==> src/rkht_pkg.sv <==
package rkht_pkg;

    localparam int unsigned DEF_TABLE_DEPTH  = 256;
    localparam int unsigned DEF_SECRET_BYTES = 8;
    localparam int unsigned DEF_USAGE_WORD   = 0;
    localparam logic [31:0] COUNT_MAX        = 32'hFFFF_FFFF;

    typedef enum logic [3:0] {
        OP_ALLOC    = 4'd0,
        OP_FREE     = 4'd1,
        OP_EXISTS   = 4'd2,
        OP_READ     = 4'd3,
        OP_WRITE    = 4'd4,
        OP_REF_INC  = 4'd5,
        OP_REF_DEC  = 4'd6,
        OP_USE      = 4'd7,
        OP_USAGE_RD = 4'd8
    } op_t;

    typedef enum logic [2:0] {
        ST_OK        = 3'd0,
        ST_INVALID   = 3'd1,
        ST_NOKEY     = 3'd2,
        ST_NONZERO   = 3'd3,
        ST_SATURATED = 3'd4,
        ST_FULL      = 3'd5
    } status_t;

    typedef struct packed {
        logic [3:0]  opcode;
        logic [15:0] key_slot;
        logic [63:0] key_secret;
        logic [63:0] ident_word0;
        logic [63:0] ident_word1;
        logic [63:0] ident_word2;
        logic [63:0] ident_word3;
    } req_t;

    typedef struct packed {
        logic [2:0]  status;
        logic [15:0] issued_index;
        logic [63:0] issued_secret;
        logic [63:0] read_word0;
        logic [63:0] read_word1;
        logic [63:0] read_word2;
        logic [63:0] read_word3;
        logic        present;
    } rsp_t;

    typedef struct packed {
        logic [63:0]      secret;
        logic [31:0]      count;
        logic             live;
        logic [3:0][63:0] words;
    } row_t;

    typedef enum logic [2:0] {
        S_CLEAR,
        S_IDLE,
        S_READ,
        S_EXEC,
        S_SCAN,
        S_SCAN_CHK
    } state_t;

    typedef struct packed {
        logic clr_step;
        logic capture;
        logic rd_req;
        logic exec;
        logic scan_rd;
        logic scan_adv;
    } cmd_t;

    typedef struct packed {
        logic clr_done;
        logic out_busy;
        logic need_scan;
        logic scan_end;
        logic scan_hit;
    } stat_t;

endpackage

==> src/rkht_ctrl.sv <==
module rkht_ctrl (
    input  logic          aclk,
    input  logic          aresetn,
    input  logic          s_valid,
    output logic          s_ready,
    input  rkht_pkg::stat_t st,
    output rkht_pkg::cmd_t  cmd
);

    rkht_pkg::state_t state_reg, state_next;

    always_ff @(posedge aclk) begin
        if (!aresetn) begin
            state_reg <= rkht_pkg::S_CLEAR;
        end else begin
            state_reg <= state_next;
        end
    end

    always_comb begin
        state_next = state_reg;
        unique case (state_reg)
            rkht_pkg::S_CLEAR: begin
                if (st.clr_done) state_next = rkht_pkg::S_IDLE;
            end
            rkht_pkg::S_IDLE: begin
                if (s_valid) state_next = rkht_pkg::S_READ;
            end
            rkht_pkg::S_READ: state_next = rkht_pkg::S_EXEC;
            rkht_pkg::S_EXEC: begin
                if (!st.out_busy) begin
                    state_next = st.need_scan ? rkht_pkg::S_SCAN : rkht_pkg::S_IDLE;
                end
            end
            rkht_pkg::S_SCAN: begin
                state_next = st.scan_end ? rkht_pkg::S_IDLE : rkht_pkg::S_SCAN_CHK;
            end
            rkht_pkg::S_SCAN_CHK: begin
                state_next = st.scan_hit ? rkht_pkg::S_SCAN : rkht_pkg::S_IDLE;
            end
            default: state_next = rkht_pkg::S_CLEAR;
        endcase
    end

    always_comb begin
        cmd     = '0;
        s_ready = 1'b0;
        unique case (state_reg)
            rkht_pkg::S_CLEAR: cmd.clr_step = 1'b1;
            rkht_pkg::S_IDLE: begin
                s_ready     = 1'b1;
                cmd.capture = s_valid;
            end
            rkht_pkg::S_READ: cmd.rd_req = 1'b1;
            rkht_pkg::S_EXEC: cmd.exec = !st.out_busy;
            rkht_pkg::S_SCAN: cmd.scan_rd = !st.scan_end;
            rkht_pkg::S_SCAN_CHK: cmd.scan_adv = st.scan_hit;
            default: cmd = '0;
        endcase
    end

endmodule

==> config.mk <==
export PLATFORM = sky130hd
export DESIGN_NAME = rkht_ctrl
export DESIGN_NICKNAME = d
export VERILOG_FILES = /design/src/rkht_pkg.sv /design/src/rkht_ctrl.sv
export SDC_FILE = /design/constraint.sdc
export NUM_CORES = 1
export LEC_CHECK = 0
export ABC_AREA = 1
export ABC_CLOCK_PERIOD_IN_PS = 1100
export BUFFER_PORTS_ARGS = -buffer_cell sky130_fd_sc_hd__buf_2
export CORE_AREA = 2 2 39 41
export CTS_BUF_LIST = sky130_fd_sc_hd__clkbuf_8 sky130_fd_sc_hd__clkbuf_16
export CTS_CLUSTER_SIZE = 16
export DETAILED_ROUTE_END_ITERATION = 10
export DIE_AREA = 0 0 41 43
export HOLD_SLACK_MARGIN = 0.15
export PLACE_DENSITY = 0.48
export SYNTH_ARGS = -nofsm -noshare
export SYNTH_HDL_FRONTEND = slang
export SYNTH_SLANG_ARGS = --single-unit
==> constraint.sdc <==
create_clock -name aclk -period 1.1 [get_ports aclk]
set_input_delay 0 -clock aclk [delete_from_list [all_inputs] [get_ports aclk]]
set_output_delay 0 -clock aclk [all_outputs]
set_load 0.02 [all_outputs]
==> results of run 1 <==
[power by group]
part	internal, mW	total (mW)	switching (mW)
combinational	0.148	0.316	0.168
clock	0.238	0.312	0.0740
sequential	0.129	0.170	0.0402
[layout by cell type (no fill, tap or decap)]
cell,instances
sky130_fd_sc_hd__nor2_1,4
sky130_fd_sc_hd__nor2_4,4
sky130_fd_sc_hd__nor3_1,2
sky130_fd_sc_hd__nand2_1,7
sky130_fd_sc_hd__inv_2,1
sky130_fd_sc_hd__dfxtp_2,1
sky130_fd_sc_hd__o21ai_1,2
sky130_fd_sc_hd__buf_2,8
sky130_fd_sc_hd__buf_6,4
sky130_fd_sc_hd__inv_4,2
sky130_fd_sc_hd__nand4_1,2
sky130_fd_sc_hd__nand3_2,1
sky130_fd_sc_hd__a21oi_1,1
sky130_fd_sc_hd__nor2_2,1
sky130_fd_sc_hd__nand2_4,1
sky130_fd_sc_hd__dlygate4sd3_1,2
sky130_fd_sc_hd__a21oi_2,2
sky130_fd_sc_hd__inv_1,10
sky130_fd_sc_hd__buf_4,11
sky130_fd_sc_hd__nand3_1,2
sky130_fd_sc_hd__clkbuf_8,3
sky130_fd_sc_hd__nand2_2,2
sky130_fd_sc_hd__dfxtp_4,2
sky130_fd_sc_hd__nand3_4,1
[Yosys cell counts]
library cell               n
sky130_fd_sc_hd__inv_1    10
sky130_fd_sc_hd__o21ai_1   1
sky130_fd_sc_hd__dfxtp_1   3
sky130_fd_sc_hd__nand2_1  10
sky130_fd_sc_hd__nor2_1    6
sky130_fd_sc_hd__nand3_1   3
sky130_fd_sc_hd__nor2_4    1
sky130_fd_sc_hd__nand3_2   1
sky130_fd_sc_hd__a21oi_2   1
sky130_fd_sc_hd__inv_2     2
sky130_fd_sc_hd__nor2_2    2
sky130_fd_sc_hd__nand4_1   2
sky130_fd_sc_hd__nor3_1    2
sky130_fd_sc_hd__a21oi_1   2
sky130_fd_sc_hd__o21ai_0   1
sky130_fd_sc_hd__buf_2     1
[repair_timing]
action,in CTS,in global routing
cloned,0,0
pin swaps,1,4
buffers inserted,4,2
hold buffers,2,0
resized for setup,9,22
setup endpoints to repair,6,10
hold endpoints to repair,3,0
[layer usage]
metal	routed length, µm	track usage, %	part of all wire [%]	up-vias
li1	-	-	-	201
met1	328	12.9	39	177
met2	451	17.8	53	14
met3	38	3.66	4.5	4
met4	31	11.3	3.7	0
met5	0	0	0	-
[cell type report]
type,instances,area (µm²)
multi-input combinational,32,209
inverter,12,50.0
clock inverter,1,3.75
tap,16,20.0
fill,152,803
timing repair buffer,25,188
sequential,3,68.8
clock buffer,3,41.3
[worst max path at each step]
stage | start | endpoint | slack [ns] | cells past startpoint
after CTS | state_reg[0] | cmd[2] | 0.004 | 5
final | state_reg[0] | state_reg[0] | 0.009 | 7
after floorplan | state_reg[0] | state_reg[0] | 0.11 | 7
after global placement | state_reg[0] | state_reg[0] | -0.0004 | 6
after global routing | state_reg[1] | state_reg[0] | -0.06 | 7
after detailed placement | state_reg[0] | state_reg[0] | -0.04 | 6
[worst max-delay path, cell delays in order, from the launching register on]
cell and delay (ns):
sky130_fd_sc_hd__dfxtp_4 0.40, sky130_fd_sc_hd__nand2_4 0.06, sky130_fd_sc_hd__nor2_4 0.14, sky130_fd_sc_hd__buf_4 0.13, sky130_fd_sc_hd__nand2_1 0.05, sky130_fd_sc_hd__nand3_2 0.07
sky130_fd_sc_hd__nand2_1 0.06, sky130_fd_sc_hd__a21oi_2 0.11
[stage by stage]
| stage | instance area, µm² | setup TNS [ns] | util [%] |
|---|---|---|---|
| 2_1_floorplan | 270 | 0 | - |
| 3_3_place_gp | 378 | -0.000411 | 27.3 |
| 3_5_place_dp | 378 | -0.0393 | 27.3 |
| 4_1_cts | 495 | 0 | 35.8 |
| 5_1_grt | 581 | -0.290 | 42.0 |
| 6_report | 581 | 0 | 42.0 |
[logic make-up (layout without fill, tap and decap cells)]
kind of cell           after synthesis  in the layout  share of synthesized area, %
AOI/OAI and AO/OA                    5              5                          10.6
DFF                                  3              3                          22.2
and+or+nand+nor                     27             27                          48.6
buffers and inverters               13             41                          18.5
==> impl_results.md, run 1 <==
- Run status: finished, final reports clean
- Library cell occupying the most area in the post-synthesis netlist: sky130_fd_sc_hd__dfxtp_1
- Final Max Tran Viols: 0
- Initial detailed-routing violation count: 10
- Startpoint kind of the worst setup timing path: flip-flop
- Post-Syn Area per Cell: about 5.6 µm²
- Net count of the mapped netlist: 56
- Wire per inst: 9.23 µm
- Layout cells sized above 1: between 50% and 60%
- Count of nets after finishing: 85
- Critical Path RT: 1.24 ns
- Placement Setup Slack: -0.0393 ns
- Slack of the worst reg-to-reg path: between 0.009 and 0.01 ns
- Final weighted congestion in routability-driven placement: between 0.7 and 0.8
- IO Port Bufs: 14
- Residual DRC: 0
- Setup clock skew after layout: 0.000373 ns
- Core Rows: 14
- Number of vias after detailed routing: about 400
- Count of antenna diodes in the layout: 0
- Share of the synthesized area in the top cell type: between 20 and 25%
- Startpoint of the tightest hold check path: st[2]
- Shortest clock period the worst path allows after layout: 1.09 ns
- Hold violation count in the final report: 0
- First-pass detailed-route iteration total: 4
- Post-Route Hold Slack: 0.167 ns
- Remaining antenna violation count: 0
- Number of buffers created by CTS: 3
- Max Fanout on Critical Path: 8
- Total design power: 0.797 mW
- YS warnings: 0
- Routed vias/inst: 4.30
- Sinks on Clock Net: 3
- Arrival time reported for the critical path endpoint: 1.24 ns
- Worst VDD drop: 0.738 mV
- Total number of H-tree levels: 1
- Slack of the critical path: 0.00915 ns
- Non-filler instance count after layout: 92
- Layout area overhead: 115%
- Maximum clock frequency: between 900 and 1000 MHz
- Insertion delay to the later sink of the worst-skew pair: 0.22 ns
- Capturing element type of the critical path: flip-flop
- Initial Utilization: approximately a fifth
- Antenna violations before repair: 0
- Die outline width: 41 µm
- Setup repair after global routing missed its margin: true
- Number of buffers between clock root and the deepest sink: 2
- Total overflow reported by the global router: 0
- Core area: 1380 µm²
- Number of global-route vias before repair: about 360
- Leakage power figure: approximately 0.31 nW
- Post-Synthesis Cell Area: 270 µm²
- Flip-flop and latch count after synthesis: 3
- Cells after Synth: 48
- Library cells used by synthesis: 16
- Total half-perimeter wirelength after legalization and detailed placement: roughly 560 µm
- Final critical-path share of the clock period: ~100%
- WHS Endpoint: state_reg[2]
- Number of endpoints failing setup at the final stage: 0
- Power density cells: approximately 1400 nW/µm²
- TritonCTS clock tree: done
- Die Outline Area: 1760 µm²
- Max reg flops: 3
- Type of the worst setup path: flip-flop to flip-flop
- Crit Reg-Reg Startpoint: state_reg[0]
- I/O pin count: 15
- Type of the tightest min-delay check: input port to flip-flop
- GR Util All Layers: 12.2%
- Reg2reg end: state_reg[0]
- Largest net degree at the start of global routing: 9
- Headroom to the max-slew limit: between 80% and 90%
- Routed wire length: ~850 µm
- Clock Pin Slew Worst Setup and Hold Paths: around 0.030 ns
- Vert. Die Dim: 43 µm
- Worst hold path stage count: 5
- Most area-consuming cells after synthesis: sky130_fd_sc_hd__dfxtp_1 22%, sky130_fd_sc_hd__inv_1 14%, sky130_fd_sc_hd__nand2_1 14%
- Transition at the pin with the smallest max-transition slack: 0.184 ns
- Number of cell instances on the worst register-to-register path: 7
- Placed Cells incl. Taps: 80
- Fraction of the yosys area taken by sequential cells: 22.2%
- Clock root buffer: sky130_fd_sc_hd__clkbuf_8
- # Max-Cap Violations: 0
- Global-route wire length before repair: 1390 µm
(Power assumes the default switching activity.)
==> run 2: changes to the inputs <==
- CTS_BUF_LIST: sky130_fd_sc_hd__clkbuf_8 sky130_fd_sc_hd__clkbuf_16 -> unset
- REMOVE_ABC_BUFFERS: unset -> 1
==> impl_results.md, run 2 (same netlist as run 1, synthesis figures left out) <==
- Run status: finished, final reports clean
- Number of buffers between clock root and the deepest sink: 2 (unchanged)
- TritonCTS clock tree: done
- I/O pin count: 15 (unchanged)
- Layout area overhead: 80.6%
- First-pass detailed-route iteration total: 2 (-2)
- Final critical-path share of the clock period: 97.4% (-1.8 points)
- Sinks on Clock Net: 3 (unchanged)
- Slack of the critical path: 0.0290 ns (+0.0199 ns)
- Insertion delay to the later sink of the worst-skew pair: 0.23 ns (about the same)
- Most common cell after layout, fill and taps aside: sky130_fd_sc_hd__buf_2
- Type of the tightest min-delay check: input port to flip-flop
- Core occupancy in the finished layout: 35.3% (-6.7 points)
- Leakage power figure: 0.273 nW (-11%)
- Total overflow reported by the global router: 0 (unchanged)
- Headroom to the max-slew limit: 88.6% (+0.81 points)
- Maximum clock frequency: 934 MHz (+1.9%)
- Post-Route Hold Slack: 0.155 ns (-0.0126 ns)
- Max reg flops: 3 (unchanged)
- Transition at the pin with the smallest max-transition slack: 0.172 ns (-0.0119 ns)
- Layout cells sized above 1: 48.6% (-9.3 points)
- Cell mode on critical path: sky130_fd_sc_hd__buf_6
- Total design power: 0.605 mW (-24%)
- Largest net degree at the start of global routing: 8 (-1)
- Capturing element type of the critical path: primary output
- Max Fanout on Critical Path: 3 (-5)
- Arrival time reported for the critical path endpoint: 1.07 ns (-0.17 ns)
- Power density cells: 1240 nW/µm² (-9.7%)
- Vert. Die Dim: 43 µm (unchanged)
- Critical Path RT: 1.10 ns (-0.14 ns)
- Non-filler instance count after layout: 88 (-4.3%)
- Shortest clock period the worst path allows after layout: 1.07 ns (-0.0199 ns)
- Setup repair after global routing missed its margin: true
- Hold violation count in the final report: 0 (unchanged)
- Clock Pin Slew Worst Setup and Hold Paths: 0.04 ns (about the same)
- Global-route wire length before repair: 1120 µm (-19%)
- Commonest cells after routing, fill and taps aside: 11 x sky130_fd_sc_hd__buf_2, 9 x sky130_fd_sc_hd__nand2_1, 9 x sky130_fd_sc_hd__inv_1
- Series of cell instances along the critical path: buf_6 > nor2_4 > inv_2 > nor2_2 > buf_6
- Wire per inst: 8.26 µm (-10%)
- Combined area of the multi-input logic cells: 180 µm² (-14%)
- Antenna violations before repair: 0 (unchanged)
- Initial Utilization: 19.5% (unchanged)
- Number of buffers created by CTS: 3 (unchanged)
- Fillers: 161 (+5.9%)
- Routed vias/inst: 3.99 (-7.3%)
- Clock root buffer: sky130_fd_sc_hd__clkbuf_4
- Core area: 1380 µm² (unchanged)
- Final weighted congestion in routability-driven placement: 0.670 (-15%)
- Remaining antenna violation count: 0 (unchanged)
- Placed Cells incl. Taps: 79 (-1.3%)
- Post-placement cell area: 370 µm² (-2.0%)
- Worst VDD drop: 0.564 mV (-24%)
- Accumulated negative setup slack: 0 ns (unchanged)
- GR Util All Layers: 9.63% (-2.5 points)
- Placement Setup Slack: -0.00799 ns (+0.0313 ns)
- Initial detailed-routing violation count: 4 (-6)
- Count of antenna diodes in the layout: 0 (unchanged)
- Die outline width: 41 µm (unchanged)
- Final Max Tran Viols: 0 (unchanged)
- Core Rows: 14 (unchanged)
- Total half-perimeter wirelength after legalization and detailed placement: 574 µm (+2.6%)
- # Max-Cap Violations: 0 (unchanged)
- Seq. cell area: 68.8 µm² (unchanged)
- Startpoint kind of the worst setup timing path: flip-flop
- Setup clock skew after layout: 0.00368 ns (+0.00331 ns)
- IO Port Bufs: 14 (unchanged)
- Die Outline Area: 1760 µm² (unchanged)
- Slowest Stage Delay on Critical Path: 0.33 ns (-0.07 ns)
- Count of nets after finishing: 81 (-4.7%)
- Number of vias after detailed routing: 351 (-11%)
- Routed wire length: 727 µm (-14%)
- Worst path slowest cell: sky130_fd_sc_hd__dfxtp_2
- Number of global-route vias before repair: 306 (-15%)
- Total number of H-tree levels: 1 (unchanged)
- Final design area excluding fillers: 488 µm² (-16%)
- Type of the worst setup path: flip-flop to primary output
- Residual DRC: 0 (unchanged)
- Number of endpoints failing setup at the final stage: 0 (unchanged)
run 2: critical path: cells and delay by family (launching register included):
family                 cells  cell delay, ns
flip-flops                 1            0.33
buffers and inverters      3            0.28
AND/OR/NAND/NOR            2            0.23
run 2: layout make-up:
cell class,instances,area share (%)
Clock buffer,4,5.38
Tap cell,16,4.10
Sequential cell,3,14.1
Timing Repair Buffer,21,29.7
Multi-Input combinational cell,32,36.9
Inverter,12,9.74
run 2: worst paths after layout:
check | from | end | slack [ns] | cells past startpoint
worst min-delay path | st[0] | state_reg[2] | 0.15 | 5
worst max-delay path | state_reg[2] | cmd[2] | 0.03 | 5
worst max register to register | state_reg[2] | state_reg[0] | 0.04 | 7
worst min register to register | state_reg[1] | state_reg[1] | 0.59 | 2
run 2: power breakdown:
group	internal [mW]	leakage [nW]	switching [mW]	total, mW
clock	0.136	0.0150	0.0544	0.190
sequential	0.129	0.0264	0.0334	0.162
combinational	0.107	0.231	0.145	0.252
total	0.372	0.273	0.233	0.605
run 2: timing repair:
item	4_1_cts	5_1_grt
hold endpoints to repair	3	0
resized for setup	8	9
gates cloned	0	0
pin swaps	1	4
endpoints found under the setup margin	4	4
hold buffers	3	0
setup buffers	1	1
run 2: per-layer routing:
layer | share of wire, % | track usage [%] | routed length (µm)
met3 | 5.9 | 1.57 | 43
met5 | 0 | 0 | 0
met4 | 0 | 8.00 | 0
met1 | 45 | 12.5 | 325
met2 | 49 | 13.1 | 358
